$ cat src/hdl/vaa_pkg.sv
// shared types, codes, category tables and widths for the voice admission allocator
package vaa_pkg;

  localparam int VOICE_SLOTS_DEFAULT = 32;

  localparam int CATEGORY_COUNT = 18;
  localparam int CAT_W          = 5;
  localparam int POS_W          = 20;
  localparam int SCALE_W        = 16;
  localparam int RADIUS_W       = 13;
  localparam int CAP_W          = 5;
  localparam int SLOT_IDX_W     = 5;
  localparam int STATUS_W       = 3;
  localparam int CFG_ADDR_W     = 2;
  // counter key is {category, focused}
  localparam int KEY_W          = CAT_W + 1;
  localparam int KEY_COUNT      = 2 * CATEGORY_COUNT;
  // |dy| in Q.8 at or above 2^29 is beyond every radius
  localparam int DY_LIMIT_BIT   = 29;
  // dx and dz are taken times 256, so their squares gain 16 bits
  localparam int Q_SHIFT        = 16;

  typedef enum logic [1:0] {
    OP_POST      = 2'd0,
    OP_LISTENER  = 2'd1,
    OP_VOICE_END = 2'd2,
    OP_STOP_ALL  = 2'd3
  } op_e;

  typedef enum logic [STATUS_W-1:0] {
    ST_PLAYED    = 3'd0,
    ST_CULLED    = 3'd1,
    ST_DROPPED   = 3'd2,
    ST_NO_SAMPLE = 3'd3,
    ST_DONE      = 3'd4
  } status_e;

  typedef enum logic [CFG_ADDR_W-1:0] {
    CFG_HEARING_SCALE  = 2'd0,
    CFG_VERTICAL_SCALE = 2'd1
  } cfg_idx_e;

  typedef struct packed {
    logic load;
    logic stage1;
    logic stage2;
    logic commit;
  } ctrl_cmd_t;

  localparam logic [RADIUS_W-1:0] CAT_RADIUS [CATEGORY_COUNT] = '{
    13'd5020, 13'd0,    13'd0,    13'd1248, 13'd1248, 13'd1248,
    13'd1248, 13'd1000, 13'd1248, 13'd1248, 13'd1248, 13'd1248,
    13'd1000, 13'd1000, 13'd2512, 13'd1600, 13'd1248, 13'd500
  };

  localparam logic [CAP_W-1:0] CAT_CAP_WORLD [CATEGORY_COUNT] = '{
    5'd20, 5'd16, 5'd1, 5'd4, 5'd4, 5'd16, 5'd8, 5'd16, 5'd8,
    5'd8,  5'd16, 5'd16, 5'd8, 5'd4, 5'd8, 5'd8, 5'd12, 5'd16
  };

  localparam logic [CAP_W-1:0] CAT_CAP_PLAYER [CATEGORY_COUNT] = '{
    5'd20, 5'd16, 5'd1, 5'd4, 5'd2, 5'd4, 5'd4, 5'd4, 5'd4,
    5'd4,  5'd4,  5'd4, 5'd3, 5'd2, 5'd4, 5'd4, 5'd2, 5'd2
  };

  // unknown categories have radius zero
  function automatic logic [RADIUS_W-1:0] cat_radius(input logic [CAT_W-1:0] cat);
    logic [RADIUS_W-1:0] r;
    r = '0;
    if (int'(cat) < CATEGORY_COUNT) r = CAT_RADIUS[cat];
    return r;
  endfunction

  // unknown categories have both caps zero
  function automatic logic [CAP_W-1:0] cat_cap(input logic [CAT_W-1:0] cat,
                                                input logic foc);
    logic [CAP_W-1:0] c;
    c = '0;
    if (int'(cat) < CATEGORY_COUNT) c = foc ? CAT_CAP_PLAYER[cat] : CAT_CAP_WORLD[cat];
    return c;
  endfunction

endpackage

$ cat src/hdl/vaa_ctrl.sv
// sequencing state machine of the voice admission allocator
module vaa_ctrl import vaa_pkg::*; (
  input  logic      clk_i,
  input  logic      rst_ni,
  input  logic      start,
  output logic      busy,
  output ctrl_cmd_t cmd_o,
  output logic      done_o
);

  typedef enum logic [3:0] {
    S_IDLE   = 4'b0001,
    S_MUL    = 4'b0010,
    S_SQR    = 4'b0100,
    S_DECIDE = 4'b1000
  } state_e;

  state_e state_q, state_d;
  logic   done_q;

  always_comb begin
    state_d = state_q;
    unique case (state_q)
      S_IDLE:   if (start) state_d = S_MUL;
      S_MUL:    state_d = S_SQR;
      S_SQR:    state_d = S_DECIDE;
      S_DECIDE: state_d = S_IDLE;
      default:  state_d = S_IDLE;
    endcase
  end

  always_ff @(posedge clk_i or negedge rst_ni) begin
    if (!rst_ni) begin
      state_q <= S_IDLE;
      done_q  <= 1'b0;
    end else begin
      state_q <= state_d;
      done_q  <= (state_q == S_DECIDE);
    end
  end

  assign busy         = (state_q != S_IDLE);
  assign cmd_o.load   = (state_q == S_IDLE) && start;
  assign cmd_o.stage1 = (state_q == S_MUL);
  assign cmd_o.stage2 = (state_q == S_SQR);
  assign cmd_o.commit = (state_q == S_DECIDE);
  assign done_o       = done_q;

endmodule

$ cat config.mk
export PLATFORM = sky130hd
export DESIGN_NAME = vaa_ctrl
export DESIGN_NICKNAME = d
export VERILOG_FILES = /design/src/hdl/vaa_pkg.sv /design/src/hdl/vaa_ctrl.sv
export SDC_FILE = /design/constraint.sdc
export NUM_CORES = 1
export LEC_CHECK = 0
export BUFFER_PORTS_ARGS = -buffer_cell sky130_fd_sc_hd__buf_4
export CAP_MARGIN = 20
export CORE_AREA = 2 2 39 41
export CTS_BUF_LIST = sky130_fd_sc_hd__clkbuf_4 sky130_fd_sc_hd__clkbuf_8
export DETAILED_ROUTE_END_ITERATION = 10
export DIE_AREA = 0 0 41 43
export HOLD_SLACK_MARGIN = 0.15
export PLACE_DENSITY = 0.33
export SLEW_MARGIN = 10
export SYNTH_ARGS = -nofsm -noshare
export SYNTH_HDL_FRONTEND = slang
export SYNTH_SLANG_ARGS = --single-unit
$ cat constraint.sdc
create_clock -name clk_i -period 1.7 [get_ports clk_i]
set_clock_uncertainty 0.05 [all_clocks]
set_input_delay 0.085 -clock clk_i [delete_from_list [all_inputs] [get_ports clk_i]]
set_output_delay 0.085 -clock clk_i [all_outputs]
set_load 0.01 [all_outputs]
==> impl_metrics.csv, run 1 <==
group,metric,value,unit
global_route,grt_pass1_wl,841,um
power,p_int,0.355,mW
drt,vias,199,
synth,synth_cells,21,
clocking,clk_pin_slew,0.04,ns
timing,final-hold-violation-count,0,
worst_setup_path,critPathKind,"reg2out",
synth,synth_top_area_share,0.423,
timing,final_max_slew_viol_count,0,
drt,dr.first_iter.drc_count,1,
drt,drc,0,
die,die_w,41,um
power,seq_power_share,0.400,
power,leakagePower,0.162,nW
hold_path,min_path_type,"in2async",
worst_setup_path,reg2reg_from,"state_q[0]",
placement,dpl.cell_count,42,
clocking,htree_levels,1,
timing,rsz0062_at_grt,"false",
power,p_sw,0.165,mW
worst_setup_path,critPathArrivalTime,1.41,ns
status,status,"completed",
timing,period_share,0.909,
die,fp.dieH,43,um
synth,syn_avg_cell_area,11.3,um^2
cells_and_area,final_cell_area,353,um^2
synth,synth_compound_area_frac,0.0741,
placement,port_buffers,8,
synth,synth_adder_area_share,0,
synth,synthMuxAreaShare,0,
cells_and_area,mostFrequentLayoutCell,"buf_4",
flow_run,drv_cap,0,
placement,place_ws,0.420,ns
drt,routed_wl,493,um
drt,dr_wl_met2,256,um
worst_setup_path,critPathMaxFanout,7,
drt,firstDrtPassIters,2,
power,power,0.520,mW
cells_and_area,nNetsFinal,37,
cells_and_area,antenna_cells,0,
timing,setup_viol,0,
synth,synth_cell_type_count,14,
global_route,antenna_found_initial,0,
synth,ys_ff_latch,5,
power,p_sw_frac,0.317,
power,power_frac_clock,0.293,
global_route,grt-ovfl-total,0,
global_route,grt_usage,0.0807,
cells_and_area,syn_to_final_growth,49.2,%
power,ir_drop,509,uV
clocking,cts_tree,"yes",
drt,highest_layer,"met3",
drt,wl_per_cell,10.1,um
clocking,clock-sinks,5,
worst_setup_path,start_kind,"register",
die,die-area,0.00176,mm^2
cells_and_area,final_core_util,0.255,
timing,whs,0.280,ns
timing,fmax,0.647,GHz
synth,netlist_area,236,um^2
worst_setup_path,cp.required,1.56,ns
worst_setup_path,end_kind,"output port",
synth,yosys-top-cells-area,"dfrtp_1 (42%), dfstp_2 (11%), nor3_1 (8.5%)",
timing,maxSlewHeadroom,0.757,
drt,wl_met1,200,um
cells_and_area,layout_common_cells,"buf_4 (8), nor3_1 (4), clkbuf_4 (4), dfrtp_1 (4), dlygate4sd3_1 (3)",
cells_and_area,layout-drive-gt1-share,0.394,
clocking,root_buffer,"clkbuf_4",
drt,route.met3.wl,36,um
cells_and_area,fill_cells,148,
timing,worstMarginPinSlew,0.360,ns
synth,yosys.area_share.simple,0.275,
timing,worst_slack,0.155,ns
timing,finalSetupTns,0,ns
die,start_util,0.171,
clocking,cts_buffers,3,
clocking,insertion_delay,0.24,ns
synth,synth.net_count,24,
clocking,cts_setup_buffers,0,
worst_setup_path,rr_worst_depth,2,
worst_setup_path,ff2ff_setup_slack,0.49,ns
global_route,grt_pass1_vias,202,
cells_and_area,final_cells,49,
synth,seq_area_frac_synth,0.534,
worst_setup_path,r2r_end,"state_q[0]",
drt,drtAntennaViolNets,0,
synth,ys_warn_count,0,
die,pin_count,9,
global_route,grt_max_degree,10,
clocking,cts.path.max_buffers,2,
die,rows,14,
power,p_per_area,1470,mW/mm^2
placement,place_area,293,um^2
synth,synth_top_area_cell,"dfrtp_1",
power,p_comb_frac,0.307,
synth,yosys.area_share.xor_xnor,0,
die,core,0.00138,mm^2
synth,synth_top_family_by_area,"simple AND/OR/NAND/NOR gates",
drt,post_drt_via_cell_ratio,4.06,
timing,post-route-min-period,1.55,ns
placement,gp_congestion,0.714,
[layout make-up]
class / instances / area, um^2 / share of cell area
well taps: 16 / 20.0 / 0.0567
clock buffers: 4 / 30.0 / 0.0851
inverters: 1 / 3.75 / 0.0106
repair buffers: 11 / 90.1 / 0.255
flip-flops and latches: 5 / 126 / 0.358
multi-input cells: 12 / 82.6 / 0.234
[cell usage after synthesis]
master    count
clkbuf_2      1
dfrtp_1       4
nand3b_1      1
dfstp_2       1
nand2b_1      1
buf_6         1
buf_4         1
nor4_1        2
o21a_1        1
nor3_1        4
inv_1         1
a311o_1       1
nor4b_1       1
or4b_1        1
[worst max-delay path, stage by stage, from the launching register on]
cell and delay [ns]:
dfstp_2 0.58, or4b_1 0.43, buf_4 0.16
[cell families (layout without fill, tap and decap cells)]
kind of cell | after synthesis | after routing
DFF | 5 | 5
and+or+nand+nor | 10 | 10
buffers and inverters | 4 | 16
AOI/OAI and AO/OA | 2 | 2
[power groups by stage]
stage | combinational (mW) | clock, mW | sequential (mW)
floorplan | 0.113 | 0 | 0.185
global placement | 0.158 | 0 | 0.208
detailed placement | 0.157 | 0 | 0.207
CTS | 0.163 | 0.160 | 0.206
global route | 0.175 | 0.174 | 0.215
finish | 0.160 | 0.152 | 0.208
[worst max-delay path by stage]
stage | from | to | slack (ns) | cells past startpoint
floorplan | state_q[2] | done_o | 0.43 | 2
global placement | state_q[0] | busy | 0.42 | 2
detailed placement | state_q[0] | busy | 0.42 | 2
CTS | state_q[0] | busy | 0.15 | 2
global route | state_q[3] | cmd_o[0] | 0.09 | 2
finish | state_q[0] | busy | 0.15 | 2
[per-layer routing]
layer  GRT usage  up-vias
met3      0.0942        0
met2      0.0938        4
met5           0        -
met4      0.0400        0
li1            -      101
met1      0.0850       94
[sequential cells by signal, indices dropped and copies added (netlist names)]
name     count
state_q      4
done_o       1
[repair_timing]
action                                 in CTS  in global routing
endpoints found under the hold margin       6                  0
setup endpoints to repair                   0                  0
hold buffers                                3                  0
resized for setup                           0                  0
(Power assumes the default switching activity.)
==> run 2, diff against run 1 <==
CTS_BUF_LIST = sky130_fd_sc_hd__clkbuf_8   (was sky130_fd_sc_hd__clkbuf_4 sky130_fd_sc_hd__clkbuf_8)
==> run 2 against run 1 <==
Sequential power hardly changed. Final cell count is 2.0% lower. Total power is 11% higher. Largest power group is now the clock network. Register-to-register slack about the same. Count of clock-buffer cells in the layout down 1. Hold slack worse by 0.13 ns. Combinational power barely moved. Global-route usage is 0.91 points lower. Routed wire length shrank 4.7%.
==> impl_metrics.csv, run 2 (same netlist as run 1, synthesis figures left out) <==
group,metric,value,unit
worst_setup_path,start_kind,"register",
timing,post-route-min-period,1.52,ns
cells_and_area,nNetsFinal,36,
global_route,grt_pass1_vias,180,
cells_and_area,layout_common_cells,"buf_4 (8), nor3_1 (4), dfrtp_1 (4)",
clocking,root_buffer,"clkbuf_8",
timing,worstMarginPinSlew,0.373,ns
timing,fmax,0.658,GHz
drt,dr.first_iter.drc_count,3,
die,die_w,41,um
drt,wl_per_cell,9.79,um
global_route,grt_usage,0.0716,
cells_and_area,layout-drive-gt1-share,0.375,
status,status,"completed",
clocking,clock-sinks,5,
timing,final_max_slew_viol_count,0,
worst_setup_path,critPathMaxFanout,7,
drt,drc,0,
power,leakagePower,0.167,nW
placement,gp_congestion,0.714,
power,p_per_area,1610,mW/mm^2
timing,rsz0062_at_grt,"false",
drt,routed_wl,470,um
timing,setup_viol,0,
clocking,htree_levels,1,
power,ir_drop,659,uV
worst_setup_path,reg2reg_from,"state_q[0]",
timing,worst_slack,0.180,ns
placement,place_ws,0.420,ns
timing,period_share,0.894,
drt,drtAntennaViolNets,0,
cells_and_area,antenna_cells,0,
cells_and_area,regMostFlops,"state_q",
drt,post_drt_via_cell_ratio,4.10,
timing,whs,0.153,ns
global_route,grt-ovfl-total,0,
timing,maxSlewHeadroom,0.748,
clocking,cts_buffers,3,
flow_run,drv_cap,0,
clocking,cts_tree,"yes",
hold_path,min_path_type,"in2async",
worst_setup_path,critPathKind,"reg2out",
drt,firstDrtPassIters,2,
worst_setup_path,r2r_end,"state_q[0]",
cells_and_area,multiInputGateArea,82.6,um^2
worst_setup_path,end_kind,"output port",
cells_and_area,final_cell_area,358,um^2
timing,finalSetupTns,0,ns
cells_and_area,syn_to_final_growth,51.3,%
worst_setup_path,critPathArrivalTime,1.38,ns
die,die-area,0.00176,mm^2
worst_setup_path,cp.required,1.56,ns
global_route,grt_pass1_wl,759,um
cells_and_area,seqCellArea,126,um^2
cells_and_area,mostFrequentLayoutCell,"buf_4",
die,rows,14,
clocking,cts.path.max_buffers,2,
cells_and_area,largest_reg_flops,4,
worst_setup_path,ff2ff_setup_slack,0.49,ns
die,start_util,0.171,
drt,vias,197,
global_route,antenna_found_initial,0,
placement,port_buffers,8,
worst_setup_path,rr_worst_depth,2,
global_route,grt_max_degree,10,
die,pin_count,9,
clocking,clk_pin_slew,0.04,ns
clocking,insertion_delay,0.22,ns
die,core,0.00138,mm^2
timing,final-hold-violation-count,0,
cells_and_area,fill_cells,147,
die,fp.dieH,43,um
placement,place_area,293,um^2
run 2: what timing repair did:
item                      in CTS  in global routing
hold endpoints to repair       6                  0
hold buffers                   2                  0
buffers inserted               0                  0
resized for setup              0                  0
run 2: per-stage QoR:
step                std cells   util  power [mW]
floorplan                  21      -       0.299
global placement           42  0.212       0.366
detailed placement         42  0.212       0.365
CTS                        48  0.259       0.586
global route               48  0.259       0.620
finish                     48  0.259       0.578
run 2: power by group:
group	switching, mW	internal, mW
clock network	0.0568	0.155
registers	0.0508	0.157
logic	0.0660	0.0920
total	0.174	0.404
run 2: critical path: stages (launching register included):
cell	delay, ns
dfstp_2	0.57
or4b_1	0.43
buf_4	0.16
run 2: worst max-delay path by stage:
| stage | cells after the start | startpoint | slack (ns) | to |
|---|---|---|---|---|
| final | 2 | state_q[0] | 0.18 | busy |
| after global routing | 2 | state_q[3] | 0.13 | cmd_o[0] |
| after CTS | 2 | state_q[0] | 0.18 | busy |
| after detailed placement | 2 | state_q[0] | 0.42 | busy |
| after global placement | 2 | state_q[0] | 0.42 | busy |
| after floorplan | 2 | state_q[2] | 0.43 | done_o |
run 2: per-layer routing:
metal | track usage | vias up | wire length [um]
li1 | - | 99 | -
met5 | 0 | - | 0
met3 | 0.0785 | 0 | 21
met1 | 0.0784 | 96 | 212
met2 | 0.0813 | 2 | 236
met4 | 0.0400 | 0 | 0
run 2: final cells by class:
type / instances / share of cell area
clock inverters: 1 / 0.0105
clock buffers: 3 / 0.115
repair buffers: 10 / 0.224
inverters: 1 / 0.0105
well taps: 16 / 0.0559
flip-flops and latches: 5 / 0.353
multi-input cells: 12 / 0.231
==> run 3, diff against run 2 <==
ABC_AREA = 1   (was default)
==> run 3 against run 2 <==
Clock power hardly changed. Sequential share of layout area is 1.3 points lower. Sequential cell count stayed put. Sequential power is 15% lower. Global-route usage is 0.52 points lower. Final cell count is 19% higher.
==> impl_metrics.csv, run 3 <==
group,metric,value,unit
status,status,"completed",
synth,yosys-top-cells-area,"dfrtp_1 (43%), inv_1 (13%), dfstp_2 (11%)",
power,seq_power_share,0.308,
drt,dr_wl_met2,204,um
clocking,cts.path.max_buffers,2,
timing,setup_viol,0,
placement,place_area,307,um^2
clocking,clk_pin_slew,0.04,ns
timing,fmax,0.758,GHz
power,ir_drop,538,uV
synth,synth_top_area_cell,"dfrtp_1",
timing,period_share,0.776,
worst_setup_path,end_kind,"output port",
die,die_w,41,um
drt,wl_met1,195,um
timing,rsz0062_at_grt,"false",
cells_and_area,nNetsFinal,45,
worst_setup_path,start_kind,"register",
timing,worst_slack,0.381,ns
power,leakagePower,0.233,nW
cells_and_area,antenna_cells,0,
power,p_int,0.392,mW
drt,firstDrtPassIters,2,
power,power_frac_clock,0.371,
worst_setup_path,cpPeakStageDelay,0.53,ns
placement,place_ws,0.604,ns
synth,yosys.area_share.xor_xnor,0,
clocking,htree_levels,1,
die,start_util,0.169,
cells_and_area,largest_reg_flops,4,
drt,post_drt_via_cell_ratio,3.39,
synth,yosys.area_share.simple,0.299,
synth,synth_cells,28,
synth,ys_async_sr_fraction,1.00,
synth,synth_top_family_by_area,"simple AND/OR/NAND/NOR gates",
global_route,grt-ovfl-total,0,
clocking,cts_resized,0,
global_route,grt_pass1_wl,710,um
timing,final-hold-violation-count,0,
cells_and_area,mostFrequentLayoutCell,"inv_1",
die,die-area,0.00176,mm^2
global_route,grt_pass1_vias,190,
clocking,root_buffer,"clkbuf_8",
global_route,antenna_found_initial,0,
synth,synthMuxAreaShare,0,
timing,final_max_slew_viol_count,0,
cells_and_area,syn_to_final_growth,58.8,%
synth,ys_ff_latch,5,
synth,syn_avg_cell_area,8.36,um^2
placement,gp_congestion,0.660,
drt,dr.first_iter.drc_count,2,
worst_setup_path,rr_worst_depth,5,
timing,worstMarginPinSlew,0.137,ns
die,fp.dieH,43,um
placement,hpwl,331,um
die,pin_count,9,
hold_path,min_path_type,"in2async",
worst_setup_path,critPathMaxFanout,3,
drt,routed_wl,437,um
synth,synth_most_common_cell,"inv_1",
placement,port_buffers,8,
synth,synth_cell_type_count,9,
worst_setup_path,crit_slowest_cell,"dfstp_2",
clocking,cts_buffers,3,
synth,synth.net_count,31,
synth,netlist_area,234,um^2
clocking,cts_tree,"yes",
drt,wl_per_cell,7.67,um
synth,synth_top_area_share,0.428,
power,p_sw_frac,0.315,
worst_setup_path,critPathKind,"reg2out",
cells_and_area,final_core_util,0.269,
timing,whs,0.161,ns
cells_and_area,layout-drive-gt1-share,0.415,
timing,finalSetupTns,0,ns
die,core,0.00138,mm^2
die,rows,14,
clocking,insertion_delay,0.22,ns
drt,drtAntennaViolNets,0,
timing,maxSlewHeadroom,0.908,
power,p_comb_frac,0.321,
synth,synth_flop_cell,"dfrtp_1",
synth,ys_warn_count,0,
synth,synth_compound_area_frac,0,
global_route,grt_max_degree,6,
global_route,grt_usage,0.0665,
drt,vias,193,
power,p_per_area,1540,mW/mm^2
drt,highest_layer,"met3",
power,p_sw,0.180,mW
worst_setup_path,cp_cell_sequence,"inv_1 -> nor2_2 -> nand2_2 -> nor2_4 -> buf_4",
cells_and_area,regMostFlops,"state_q",
synth,synth_common_cells,"inv_1 (8), nor2_1 (5), dfrtp_1 (4), nand2_1 (4), nor2_2 (3)",
synth,seq_area_frac_synth,0.540,
clocking,clock-sinks,5,
synth,synth_edf_count,0,
drt,drc,0,
cells_and_area,layout_common_cells,"inv_1 (9), buf_4 (8), nor2_1 (5)",
cells_and_area,final_cell_area,372,um^2
synth,synth_adder_area_share,0,
timing,post-route-min-period,1.32,ns
flow_run,drv_cap,0,
drt,route.met3.wl,37,um
worst_setup_path,cp.required,1.56,ns
worst_setup_path,critPathArrivalTime,1.18,ns
-- run 3: cell count changes after synthesis, moves of 2 or more --
cell     previous run  this run
inv_1               1         8
nand2_1             0         4
nor2_1              0         5
nor2_2              0         3
nor3_1              4         0
nor4_1              2         0
-- run 3: cells by family after synthesis --
group / after synthesis
buf+inv: 9
flops: 5
simple gates: 14
-- run 3: area by class of cell --
cell class	instances	area, um^2
clock inverter	1	3.75
clock buffer	3	41.3
multi-input combinational	14	70.1
sequential	5	126
tap	16	20.0
fill	152	1010
timing repair buffer	10	80.1
inverter	8	30.0
-- run 3: worst max-delay path: cells and delay by family (launching register included) --
family,cells,cell delay [ns]
flip-flops,1,0.53
AND/OR/NAND/NOR,3,0.26
buffers and inverters,2,0.18
-- run 3: power groups by stage --
| stage | combinational, mW | clock (mW) | sequential [mW] |
|---|---|---|---|
| 5_1_grt | 0.203 | 0.230 | 0.180 |
| 6_report | 0.183 | 0.212 | 0.176 |
| 3_5_place_dp | 0.184 | 0 | 0.178 |
| 2_1_floorplan | 0.118 | 0 | 0.174 |
| 3_3_place_gp | 0.185 | 0 | 0.178 |
| 4_1_cts | 0.188 | 0.218 | 0.176 |
-- run 3: path summary, 6_finish.rpt --
kind                       startpoint          to  slack [ns]
setup / recovery           state_q[0]    cmd_o[3]        0.38
hold / removal                 rst_ni      done_o        0.16
setup reg to reg           state_q[0]  state_q[0]        0.71
hold reg to reg            state_q[2]      done_o        0.43
max in group asynchronous      rst_ni  state_q[0]        1.24
min in group clk_i         state_q[2]      done_o        0.43
-- run 3: metrics by stage --
step	instances	power, mW
6_report	57	0.572
3_5_place_dp	51	0.361
5_1_grt	57	0.613
4_1_cts	57	0.582
3_3_place_gp	51	0.362
2_1_floorplan	28	0.292
-- run 3: what timing repair did --
item | 4_1_cts | 5_1_grt
hold buffers | 2 | 0
hold endpoints to repair | 7 | 0
setup buffers | 0 | 0
-- run 3: routing by layer --
metal / track usage / up-vias
met1: 0.0812 / 87
li1: - / 101
met5: 0 / -
met4: 0.0600 / 0
met2: 0.0719 / 5
met3: 0.0471 / 0
